[config.mk]
export PLATFORM = sky130hd
export DESIGN_NAME = pipc_queue
export DESIGN_NICKNAME = d
export VERILOG_FILES = /design/src/rtl/core/pipc_pkg.sv /design/src/rtl/core/pipc_queue.sv
export SDC_FILE = /design/constraint.sdc
export NUM_CORES = 1
export LEC_CHECK = 0
export ABC_AREA = 1
export ABC_CLOCK_PERIOD_IN_PS = 3650
export BUFFER_PORTS_ARGS = -buffer_cell sky130_fd_sc_hd__buf_2
export CORE_MARGIN = 8
export CORE_UTILIZATION = 47
export CTS_CLUSTER_SIZE = 40
export DETAILED_ROUTE_END_ITERATION = 8
export PLACE_DENSITY = 0.67
export SYNTH_ARGS = -nofsm -noshare
export SYNTH_HDL_FRONTEND = slang
export SYNTH_SLANG_ARGS = --single-unit
[constraint.sdc]
create_clock -name clock -period 3.65 [get_ports clock]
set_input_delay 0.365 -clock clock [delete_from_list [all_inputs] [get_ports clock]]
set_output_delay 0.365 -clock clock [all_outputs]
set_load 0.1 [all_outputs]
[src/rtl/core/pipc_pkg.sv]
// shared types and constants of the point-in-polygon crossing core
package pipc_pkg;

   localparam int FIELD_WIDTH    = 32;
   localparam int REQ_DATA_WIDTH = 4 * FIELD_WIDTH;
   localparam int RSP_DATA_WIDTH = 8;
   localparam int QUEUE_DEPTH    = 4;
   localparam int QPTR_WIDTH     = $clog2(QUEUE_DEPTH);

   typedef struct packed {
      logic first;
      logic last;
      logic up;
      logic down;
   } edge_flags_type;

   typedef struct packed {
      logic full;
      logic empty;
   } queue_status_type;

endpackage

[src/rtl/core/pipc_queue.sv]
// short queue of classified edges between front and back
module pipc_queue #(
   parameter int DATA_WIDTH = 132
) (
   input  logic                          clock,
   input  logic                          reset,
   input  logic                          push,
   input  logic [DATA_WIDTH-1:0]         push_data,
   input  pipc_pkg::edge_flags_type      push_flags,
   input  logic                          pop,
   output logic [DATA_WIDTH-1:0]         head_data,
   output pipc_pkg::edge_flags_type      head_flags,
   output pipc_pkg::queue_status_type    status
);
   import pipc_pkg::*;

   logic [DATA_WIDTH-1:0] data_ff [QUEUE_DEPTH];
   edge_flags_type        flags_ff [QUEUE_DEPTH];
   logic [QPTR_WIDTH-1:0] wr_ptr_ff, wr_ptr_in, rd_ptr_ff, rd_ptr_in;
   logic [QPTR_WIDTH:0]   count_ff, count_in;

   assign status.full  = (count_ff == (QPTR_WIDTH+1)'(QUEUE_DEPTH));
   assign status.empty = (count_ff == '0);
   assign head_data    = data_ff[rd_ptr_ff];
   assign head_flags   = flags_ff[rd_ptr_ff];

   always_comb begin
      wr_ptr_in = push ? wr_ptr_ff + 1'b1 : wr_ptr_ff;
      rd_ptr_in = pop ? rd_ptr_ff + 1'b1 : rd_ptr_ff;
      count_in  = count_ff;
      if (push && !pop) begin
         count_in = count_ff + 1'b1;
      end else if (pop && !push) begin
         count_in = count_ff - 1'b1;
      end
   end

   always_ff @(posedge clock) begin
      if (push) begin
         data_ff[wr_ptr_ff]  <= push_data;
         flags_ff[wr_ptr_ff] <= push_flags;
      end
   end

   always_ff @(posedge clock) begin
      if (reset) begin
         wr_ptr_ff <= '0;
         rd_ptr_ff <= '0;
         count_ff  <= '0;
      end else begin
         wr_ptr_ff <= wr_ptr_in;
         rd_ptr_ff <= rd_ptr_in;
         count_ff  <= count_in;
      end
   end

endmodule

==> results by group <==
Routing
  • DRC viols: 0
  • Routed WL: 48.3 mm
  • Vias per cell: 5.37
  • Vias: 12900
  • First-pass DRT Iterations: 7
  • WL/cell: 20.0 um
  • Post-route ant nets: 0
  • Initial DRC Count: 1077

Clock tree
  • Clk_lat worst skew: 0.58 ns
  • Clk root buf: clkbuf_16
  • CTS H-tree depth: 2
  • TritonCTS clock tree: built
  • Post-CTS Resized: 0
  • TritonCTS Buffers: 53
  • Reg clk slew, reported paths: 0.06 ns
  • Clk sinks: 553
  • Bufs on Longest Clock Path: 3

Final layout
  • Commonest non-fill, non-tap cell in the layout: edfxtp_1
  • FILL cells: 3212
  • Area grow syn2layout: 25.0%
  • Register area: 16500 sq um
  • Share of layout cells above drive strength 1: 21.3%
  • Net count, final: 1924
  • Most frequent cells in the layout: 544 x edfxtp_1, 277 x nor2_1, 277 x buf_2
  • Post-route cell area: 25600 sq um
  • Final Instance Count excl. Fillers: 2408
  • Multi-input logic area: 3450 sq um

Timing
  • Worst-Margin Slew: 0.968 ns
  • Fin. Hold Viols: 0
  • Final period util: 85.9%
  • Final Skew: 0.00722 ns
  • Setup_tns: 0 ns
  • Final Max Slew Viols: 0
  • Crit path time final: 3.14 ns
  • Slew HR: 35.5%
  • Final WS setup: 0.513 ns
  • Achievable clock frequency: 319 MHz
  • Final setup violation count: 0
  • RSZ-0062 raised after global routing: false

Pwr
  • Power per cell area: 621 nW/um^2
  • Max VDD drop: 0.416 mV
  • Pleak: 8.95 nW

Die
  • Row count: 76
  • Core area: 43100 sq um
  • Die Y: 225 um
  • Die X: 225 um
  • Starting Density: 47.5%
  • IO Pins: 278
  • DIE AREA: 50500 sq um

GRT
  • Largest net degree at the start of global routing: 175
  • Initial antenna violation count: 3
  • First-pass GRT wire length: 74.9 mm
  • Vias in the first global route: 13200
  • Global Route Usage Sum: 18.8%
  • Grt ovf: 0

Yosys
  • Post-Syn Area per Cell: 14.9 sq um
  • Cell variety after synth: 20
  • Seq/Total Area, Yosys: 80.7%
  • Post-Syn Nets: 1518
  • Ys Warns: 0
  • Syn Inst Count: 1372
  • Register bit count reported by yosys: 553
  • Mapped Area: 20500 sq um

Critical path
  • Setup Crit Path Kind: reg -> out
  • WP data required: 3.28 ns
  • CP Launch Type: flip-flop
  • Critical Path AT: 2.77 ns
  • Critical Path End Type: primary output
  • CP Max Fanout: 47

Run status
  • Outcome: finished, final reports clean

Placement
  • Placed cells: 2171
  • Place WS: 1.03 ns
  • Placed Instance Area: 22400 sq um
  • DPL Wire Length: 26.4 mm
  • I/O Buffers: 277
  • RD Place Congestion: 0.731

Hold path
  • Worst min path class: in -> reg

Flow run
  • MaxCap Viol Count: 0
## cells in the mapped netlist
master / n / area [sq um]
edfxtp_1: 544 / 16300
nor2_1: 277 / 1040
o21ai_0: 269 / 1350
o22ai_1: 136 / 851
clkbuf_1: 58 / 218
buf_2: 18 / 90.1
inv_1: 14 / 52.6
buf_6: 11 / 124
dfxtp_1: 9 / 180
nand2_1: 9 / 33.8
o21ai_1: 7 / 35.0
ha_1: 5 / 62.6
a21oi_1: 4 / 20.0
buf_4: 2 / 15.0
inv_2: 2 / 7.51
nor3_1: 2 / 10.0
xor2_1: 2 / 17.5
fa_1: 1 / 20.0
nand3_1: 1 / 5.00
nand4_1: 1 / 6.26
## worst paths after layout
check,endpoint,slack [ns],cells past startpoint,startpoint
max,head_data[15],0.51,4,flip-flop
min,data_ff[3][91],0.05,1,push_data[91]
max reg2reg,data_ff[0][115],1.08,6,wr_ptr_ff[0]
min reg2reg,rd_ptr_ff[0],0.49,1,rd_ptr_ff[0]
## power breakdown
part,total [W],switching (W),internal [W]
registers,0.00734,0.0000720,0.00726
clock network,0.00554,0.00226,0.00328
logic,0.00301,0.00250,0.000513
total,0.0159,0.00483,0.0111
## worst max-delay path, cell delays in order (launching register included)
cell     delay (ns)
dfxtp_4        0.72
buf_4          0.48
o21ai_0        0.18
o22ai_1        0.29
buf_2          0.49
## through the flow
step,hold slack (ns),util [%],total power (W)
6_report,0.0491,59.4,0.0159
5_1_grt,0.0125,59.4,0.0164
4_1_cts,0.00317,59.4,0.0160
3_5_place_dp,0.476,52.1,0.0104
3_3_place_gp,0.466,52.1,0.0103
2_1_floorplan,0.437,-,0.00975
## kinds of logic (layout without fill, tap and decap cells)
kind of cell / Yosys count / after routing / synth area share (%)
AOI/OAI and AO/OA: 416 / 416 / 11.0
xor gates and xnor gates: 2 / 2 / 0.0856
adders and majority gates: 6 / 6 / 0.403
buffers and inverters: 105 / 553 / 2.48
DFF: 553 / 553 / 80.7
other: 0 / 3 / 0
and+or+nand+nor: 290 / 290 / 5.35
## sequential cells by signal (all words and copies together), names as in the netlist, named ones only
register / cells
wr_ptr_ff: 2
count_ff: 3
flags_ff: 16
data_ff: 528
rd_ptr_ff: 2
## area by class of cell
cell class	count	share of cell area, %
sequential	553	64.6
multi-input combinational	714	13.5
timing repair buffer	440	11.8
clock buffer	64	5.43
tap	585	2.86
clock inverter	33	1.48
inverter	16	0.338
antenna	3	0.0293
## metal layers
metal	wire length [um]	vias to the layer above	GRT usage, %	share of wire, %
li1	-	6012	-	-
met1	20400	6454	24.0	42
met2	23800	381	31.4	49
met3	3140	79	5.22	6.5
met4	984	2	5.53	2.0
met5	13	-	0	0.027
## repair_timing
action | CTS | global route
hold buffers | 137 | 0
buffers inserted | 0 | 0
endpoints found under the hold margin | 542 | 0
No activity file was read; power rests on OpenSTA's default activity.
