==> src/rtl/core/pipc_pkg.sv <==
// shared types and constants of the point-in-polygon crossing core
package pipc_pkg;

   localparam int FIELD_WIDTH    = 32;
   localparam int REQ_DATA_WIDTH = 4 * FIELD_WIDTH;
   localparam int RSP_DATA_WIDTH = 8;
   localparam int QUEUE_DEPTH    = 4;
   localparam int QPTR_WIDTH     = $clog2(QUEUE_DEPTH);

   typedef struct packed {
      logic first;
      logic last;
      logic up;
      logic down;
   } edge_flags_type;

   typedef struct packed {
      logic full;
      logic empty;
   } queue_status_type;

endpackage

==> src/rtl/core/pipc_front.sv <==
// front end: latches the query point, forms edge deltas and classifies the crossing
module pipc_front #(
   parameter int COORD_WIDTH = 32
) (
   input  logic                                  clock,
   input  logic                                  reset,
   input  logic                                  accept,
   input  logic [pipc_pkg::REQ_DATA_WIDTH-1:0]   req_tdata,
   input  logic                                  req_tuser,
   input  logic                                  req_tlast,
   output logic [4*(COORD_WIDTH+1)-1:0]          edge_data,
   output pipc_pkg::edge_flags_type              edge_flags
);
   import pipc_pkg::*;

   localparam int DW    = COORD_WIDTH + 1;
   localparam int EXT_W = (COORD_WIDTH > FIELD_WIDTH) ? COORD_WIDTH : FIELD_WIDTH;

   logic [EXT_W-1:0] vx_ext, vy_ext, px_ext, py_ext;
   logic signed [COORD_WIDTH-1:0] vx, vy, px, py, qx, qy;
   logic signed [COORD_WIDTH-1:0] prev_x_ff, prev_y_ff, query_x_ff, query_y_ff;
   logic signed [COORD_WIDTH-1:0] prev_x_in, prev_y_in, query_x_in, query_y_in;
   logic signed [DW-1:0] dx0, dy0, dx1, dy1;

   // fields wider than the coordinate keep only their low bits
   assign vx_ext = EXT_W'(req_tdata[FIELD_WIDTH-1:0]);
   assign vy_ext = EXT_W'(req_tdata[2*FIELD_WIDTH-1:FIELD_WIDTH]);
   assign px_ext = EXT_W'(req_tdata[3*FIELD_WIDTH-1:2*FIELD_WIDTH]);
   assign py_ext = EXT_W'(req_tdata[4*FIELD_WIDTH-1:3*FIELD_WIDTH]);
   assign vx = vx_ext[COORD_WIDTH-1:0];
   assign vy = vy_ext[COORD_WIDTH-1:0];
   assign px = px_ext[COORD_WIDTH-1:0];
   assign py = py_ext[COORD_WIDTH-1:0];

   assign qx = req_tuser ? px : query_x_ff;
   assign qy = req_tuser ? py : query_y_ff;

   assign dx0 = DW'(prev_x_ff) - DW'(qx);
   assign dy0 = DW'(prev_y_ff) - DW'(qy);
   assign dx1 = DW'(vx) - DW'(qx);
   assign dy1 = DW'(vy) - DW'(qy);

   assign edge_data        = {dy1, dx1, dy0, dx0};
   assign edge_flags.first = req_tuser;
   assign edge_flags.last  = req_tlast;
   assign edge_flags.up    = (dy0 <= 0) && (dy1 > 0);
   assign edge_flags.down  = (dy0 > 0) && (dy1 <= 0);

   always_comb begin
      prev_x_in  = prev_x_ff;
      prev_y_in  = prev_y_ff;
      query_x_in = query_x_ff;
      query_y_in = query_y_ff;
      if (accept) begin
         prev_x_in  = vx;
         prev_y_in  = vy;
         query_x_in = qx;
         query_y_in = qy;
      end
   end

   always_ff @(posedge clock) begin
      if (reset) begin
         prev_x_ff  <= '0;
         prev_y_ff  <= '0;
         query_x_ff <= '0;
         query_y_ff <= '0;
      end else begin
         prev_x_ff  <= prev_x_in;
         prev_y_ff  <= prev_y_in;
         query_x_ff <= query_x_in;
         query_y_ff <= query_y_in;
      end
   end

endmodule

==> config.mk <==
export PLATFORM = sky130hd
export DESIGN_NAME = pipc_front
export DESIGN_NICKNAME = d
export VERILOG_FILES = /design/src/rtl/core/pipc_pkg.sv /design/src/rtl/core/pipc_front.sv
export SDC_FILE = /design/constraint.sdc
export NUM_CORES = 1
export LEC_CHECK = 0
export ABC_CLOCK_PERIOD_IN_PS = 11100
export BUFFER_PORTS_ARGS = -buffer_cell sky130_fd_sc_hd__buf_4
export CAP_MARGIN = 40
export CORE_MARGIN = 4
export CORE_UTILIZATION = 38
export CTS_CLUSTER_DIAMETER = 80
export DETAILED_ROUTE_END_ITERATION = 16
export SLEW_MARGIN = 0
export SYNTH_ARGS = -nofsm -noshare
export SYNTH_HDL_FRONTEND = slang
export SYNTH_SLANG_ARGS = --single-unit
==> constraint.sdc <==
create_clock -name clock -period 11.1 [get_ports clock]
set_input_delay 0.555 -clock clock [delete_from_list [all_inputs] [get_ports clock]]
set_output_delay 0.555 -clock clock [all_outputs]
set_load 0.005 [all_outputs]
==> results of run 1 <==
[report_power, final]
group	switching, µW	total, µW	internal [µW]	leakage (µW)
registers	15.3	505	490	0.00106
logic	514	987	473	0.00569
clock network	219	566	347	0.000278
total	748	2060	1310	0.00703
[logic make-up (layout without fill, tap and decap cells)]
kind of cell	Yosys count	in the layout	synth area share (%)
buffers and inverters	106	354	3.44
flip-flops	128	128	21.8
adder cells (fa/ha/maj)	134	134	14.5
AND/OR/NAND/NOR	446	446	17.9
XOR/XNOR	90	90	6.76
AO/OA/AOI/OAI	418	418	24.3
multiplexers	133	133	11.3
other	0	1	0
[worst max-delay path by stage]
stage	cells past startpoint	endpoint	startpoint
after floorplan	15	edge_flags[1]	req_tuser
after global placement	15	edge_flags[1]	req_tuser
after detailed placement	15	edge_flags[1]	req_tuser
after CTS	15	edge_flags[1]	req_tuser
after global routing	16	edge_flags[0]	req_tuser
final	15	edge_flags[1]	req_tuser
[flip-flops by register name, summed over array words and instances (netlist names)]
signal      cells
prev_x_ff      32
prev_y_ff      32
query_x_ff     32
query_y_ff     32
[layout make-up]
type | instances | area share (%)
Clock inverter | 10 | 0.747
Antenna cell | 1 | 0.0170
Inverter | 50 | 1.27
Sequential cell | 128 | 17.4
Clock buffer | 22 | 3.22
Multi-Input combinational cell | 1221 | 59.7
Tap cell | 396 | 3.36
Timing Repair Buffer | 272 | 14.2
[cells in the mapped netlist, drive strengths merged, types with 15 or more instances]
cell type	instances	area [µm²]
nor2	204	766
mux2i	131	1310
ha	130	1630
dfxtp	128	2560
a21oi	97	485
a211oi	74	556
nand2	69	259
xnor2	65	577
a21o	61	458
o21ai	56	280
inv	50	188
clkbuf	45	169
nor3	31	155
xor2	25	219
nand3	21	105
o21a	20	150
and3	19	119
nor2b	17	114
and2	15	95.1
nand2b	15	93.8
[stage by stage]
step           hold slack [ns]  util [%]  power, µW
2_1_floorplan            0.456         -       1090
3_3_place_gp             0.471      46.0       1490
3_5_place_dp             0.476      46.2       1500
4_1_cts                  0.362      48.2       2070
5_1_grt                  0.372      48.2       2190
6_report                 0.387      48.2       2060
[layer usage]
metal	vias up	wire length, µm
li1	5849	-
met1	5423	17600
met5	-	0
met2	337	17200
met3	39	2160
met4	0	658
[tightest hold or removal path, delay by kind of cell]
kind	cells	cell delay [ns]
mux	1	0.06
buf+inv	1	0.09
simple gates	1	0.07
==> impl_metrics.toml, run 1 <==
[layout]
multiInputGateArea_um2 = 8800
area_growth_pct = 25.2
seq_area_um2 = 2560
design_area_um2 = 14700
drive_gt1_share_pct = 19.1
final_cell_mix = "buf_4, nor2_1, mux2i_1"
final_common_cell = "buf_4"
fin_nets = 1957
final.fill_count = 3022
instances_no_fill = 2100

[logic_synthesis]
ys_seq_elements = 128
synth_nets = 1722
synth_ff_type = "dfxtp_1"
syn_avg_cell_area_um2 = 8.09
netlist_instances = 1455
synth.distinct_cells = 77
ys_seq_area_share_pct = 21.8
yosys_warnings = 0
synth_area_um2 = 11800
async_reset_ff_share_pct = 0
synth-edff-count = 0

[global_route]
grt_pass1_wl_mm = 58.7
antenna_found_initial = 1
track_usage_pct = 21.4
globalRouteOverflowTotal = 0
met3_usage_pct = 3.66
grt_max_degree = 96
busiest_layer = "met2"
met1_usage_pct = 29.2
grt_util_met2_pct = 34.8
grt_pass1_vias = 11000

[die]
die-area_um2 = 33900
io_pins = 269
die_x_um = 184
rows = 64
die_h_um = 184
initial_core_util_pct = 38.5
coreArea_um2 = 30600

[outcome]
status = "finished, final reports clean"

[pwr]
power.leakage_uw = 0.00703
irDropWorstVdd_mv = 0.105
power_density_nw_per_um2 = 140

[routing]
vias = 11600
drc = 0
wl_mm = 37.5
viasPerCell = 5.55
avgRoutedWirePerCell_um = 17.9
drtIter0Drc = 621
ant_nets = 0
drt_pass1_iterations = 5

[clock_network]
clk_latency_ns = 0.41
cts_resized = 0
htree_levels = 4
cts-root-buf = "clkbuf_16"
cts_sinks = 128
cts_tree = "built"
cts_buffers = 17
postCtsSetupRepairBufs = 0
clockBufferDepth = 2
ctsHoldBuffers = 0
clk_pin_slew_worst_paths_ns = 0.06

[timing]
finalHoldViolCount = 0
setup_violations = 0
finalClockSkew_ns = 0
final_max_slew_viol_count = 0
rsz0062_at_grt = "false"
relSlewSlack_pct = 36.8
setup_slack_ns = 4.99
fin_crit_sh_pct = 55.1
fmax_mhz = 164
tightest_slew_ns = 0.948
fin_crit_ns = 6.11
fin_tns_setup_ns = 0

[setup_path]
crit_path_cell_trace = "buf_4, mux2i_1, ha_1, a21oi_1, nor2b_1, o41a_1, or3_1, a2111o_1, a2111o_1, nor4_2, o2111ai_1, or4b_1, o31ai_2, o211a_1, buf_4"
timing.rr.start = "query_y_ff[3]"
worstSetupEndpointType = "output pin"
rr_worst_depth = 2
cp_slowest_cell = "mux2i_1"
criticalPathCategory = "in2out"
max_stage_delay_ns = 0.60
required_ns = 10.55
crit_path_start_kind = "primary input"
reg2reg_to = "query_y_ff[3]"
crit_path_max_fanout = 38
worstPathArrival_ns = 5.56
r2r_setup_slack_ns = 10.05
crit_family = "compound AO/OA/AOI/OAI gates"
worst-path-buf-inv = 2

[hold_path]
hp-start = "req_tdata[22]"
hold_end = "prev_x_ff[22]"
hp-class = "in2reg"
holdPathStages = 3

[place]
globalplace.congestion = 0.911
placedInstanceArea_um2 = 14100
place_ws_ns = 5.01
dp_hpwl_mm = 30.2
dp_cells = 2067
portBuffers = 266

[flow_run]
max_cap_violations = 0
Power figures use the tool's default switching activity.
==> run 2, diff against run 1 <==
Settings changed: ABC_CLOCK_PERIOD_IN_PS 11100 to 6400.
Clock period 11.1 ns to 6.4 ns, I/O delays scaled along.
==> impl_metrics.toml, run 2 (synthesis results as in run 1) <==
[hold_path]
hp-start = "req_tdata[62]"
holdPathStages = 3
hold_end = "prev_y_ff[30]"
hp-class = "in2reg"

[timing]
finalHoldViolCount = 0
fin_crit_sh_pct = 82.8
setup_slack_ns = 1.10
finalClockSkew_ns = 0
relSlewSlack_pct = 41.5
fin_tns_setup_ns = 0
final_max_slew_viol_count = 0
hold_ws_ns = 0.145
setup_violations = 0
fmax_mhz = 189
rsz0062_at_grt = "false"
tightest_slew_ns = 0.877
fin_crit_ns = 5.30

[pwr]
power.leakage_uw = 0.00704
combPwrFrac_pct = 48.1
irDropWorstVdd_mv = 0.195
p_sw_uw = 1280
clockPowerShare_pct = 27.2
power_density_nw_per_um2 = 242
seqPwrFrac_pct = 24.7
p_int_uw = 2280
sw_frac_of_total_pct = 36.0

[setup_path]
crit_path_start_kind = "primary input"
rr_worst_depth = 2
crit_path_max_fanout = 26
reg2reg_to = "query_y_ff[7]"
worstSetupEndpointType = "output pin"
r2r_setup_slack_ns = 5.45
worstPathArrival_ns = 4.98
criticalPathCategory = "in2out"
required_ns = 6.08
timing.rr.start = "query_y_ff[7]"

[clock_network]
cts_buffers = 17
clockBufferDepth = 2
cts-root-buf = "clkbuf_16"
clk_pin_slew_worst_paths_ns = 0.06
postCtsSetupRepairBufs = 0
cts_sinks = 128
cts_resized = 0
ctsHoldBuffers = 0
clk_latency_ns = 0.42
cts_tree = "built"
htree_levels = 4

[routing]
vias = 11600
avgRoutedWirePerCell_um = 18.0
ant_nets = 0
viasPerCell = 5.50
drt_pass1_iterations = 5
drc = 0
drtIter0Drc = 632
wl_mm = 37.9

[place]
place_ws_ns = 1.12
dp_cells = 2071
portBuffers = 266
dp_hpwl_mm = 30.5
globalplace.congestion = 0.891

[die]
die-area_um2 = 33900
initial_core_util_pct = 38.5
die_h_um = 184
io_pins = 269
rows = 64
coreArea_um2 = 30600
die_x_um = 184

[layout]
instances_no_fill = 2100
diodes = 0
seq_area_um2 = 2560
final_cell_mix = "buf_4, nor2_1, mux2i_1"
drive_gt1_share_pct = 19.1
area_growth_pct = 25.0
final.fill_count = 3053
multiInputGateArea_um2 = 8800
final_common_cell = "buf_4"
fin_nets = 1961

[global_route]
globalRouteOverflowTotal = 0
grt_max_degree = 67
antenna_found_initial = 0
track_usage_pct = 21.7
grt_pass1_vias = 11200
grt_pass1_wl_mm = 59.6

[flow_run]
max_cap_violations = 0

[outcome]
status = "finished, final reports clean"
run 2: cell types whose count changed in the layout (fill, tap and decap cells not counted):
cell        before  now
buf_4          268  273
clkinvlp_4       4    1
buf_1            0    1
buf_12           1    0
buf_16           2    1
clkbuf_8         3    4
clkinv_2         4    3
diode_2          1    0
run 2: layer usage:
layer	share of wire (%)	global-route usage (%)	routed length (µm)	up-vias
met3	5.5	3.76	2100	32
met1	47	30.0	17900	5376
li1	-	-	-	5841
met5	0	0	0	-
met2	46	35.4	17200	305
met4	1.6	5.06	591	0
run 2: per-stage QoR:
| step | utilization [%] | area [µm²] | power, µW |
|---|---|---|---|
| floorplan | - | 11800 | 1890 |
| detailed placement | 46.2 | 14100 | 2600 |
| CTS | 48.1 | 14700 | 3580 |
| finish | 48.1 | 14700 | 3560 |
| global route | 48.1 | 14700 | 3790 |
| global placement | 46.1 | 14100 | 2590 |
run 2: power groups by stage:
stage          combinational [µW]  sequential, µW  clock (µW)
2_1_floorplan                1000             887           0
3_3_place_gp                 1700             893           0
3_5_place_dp                 1700             894           0
4_1_cts                      1710             877         995
5_1_grt                      1890             883        1030
6_report                     1710             877         970
run 2: cell type report:
class / instances / share of cell area [%]
repair buffers: 276 / 14.2
inverters: 50 / 1.28
multi-input cells: 1221 / 59.8
clock buffers: 23 / 3.32
well taps: 396 / 3.37
clock inverters: 6 / 0.561
flip-flops and latches: 128 / 17.4
run 2: worst max-delay path by stage:
stage	start	to	slack [ns]	depth (start not counted)
after global routing	query_y_ff[1]	edge_flags[0]	0.77	15
final	req_tuser	edge_flags[1]	1.10	16
after detailed placement	req_tuser	edge_flags[1]	1.12	16
after floorplan	req_tuser	edge_flags[1]	1.41	15
after global placement	req_tuser	edge_flags[1]	1.21	16
after CTS	query_y_ff[1]	edge_flags[1]	1.11	15
run 2: critical path, cell delays in order:
cell	delay (ns)
buf_4	0.25
buf_4	0.49
mux2i_1	0.45
ha_1	0.35
a21oi_1	0.30
o211ai_1	0.18
a41oi_1	0.38
and3_1	0.21
a21oi_1	0.09
xor2_1	0.20
nor4_1	0.39
o2111ai_1	0.18
or4b_1	0.54
o31ai_2	0.31
o211a_1	0.20
buf_4	0.10
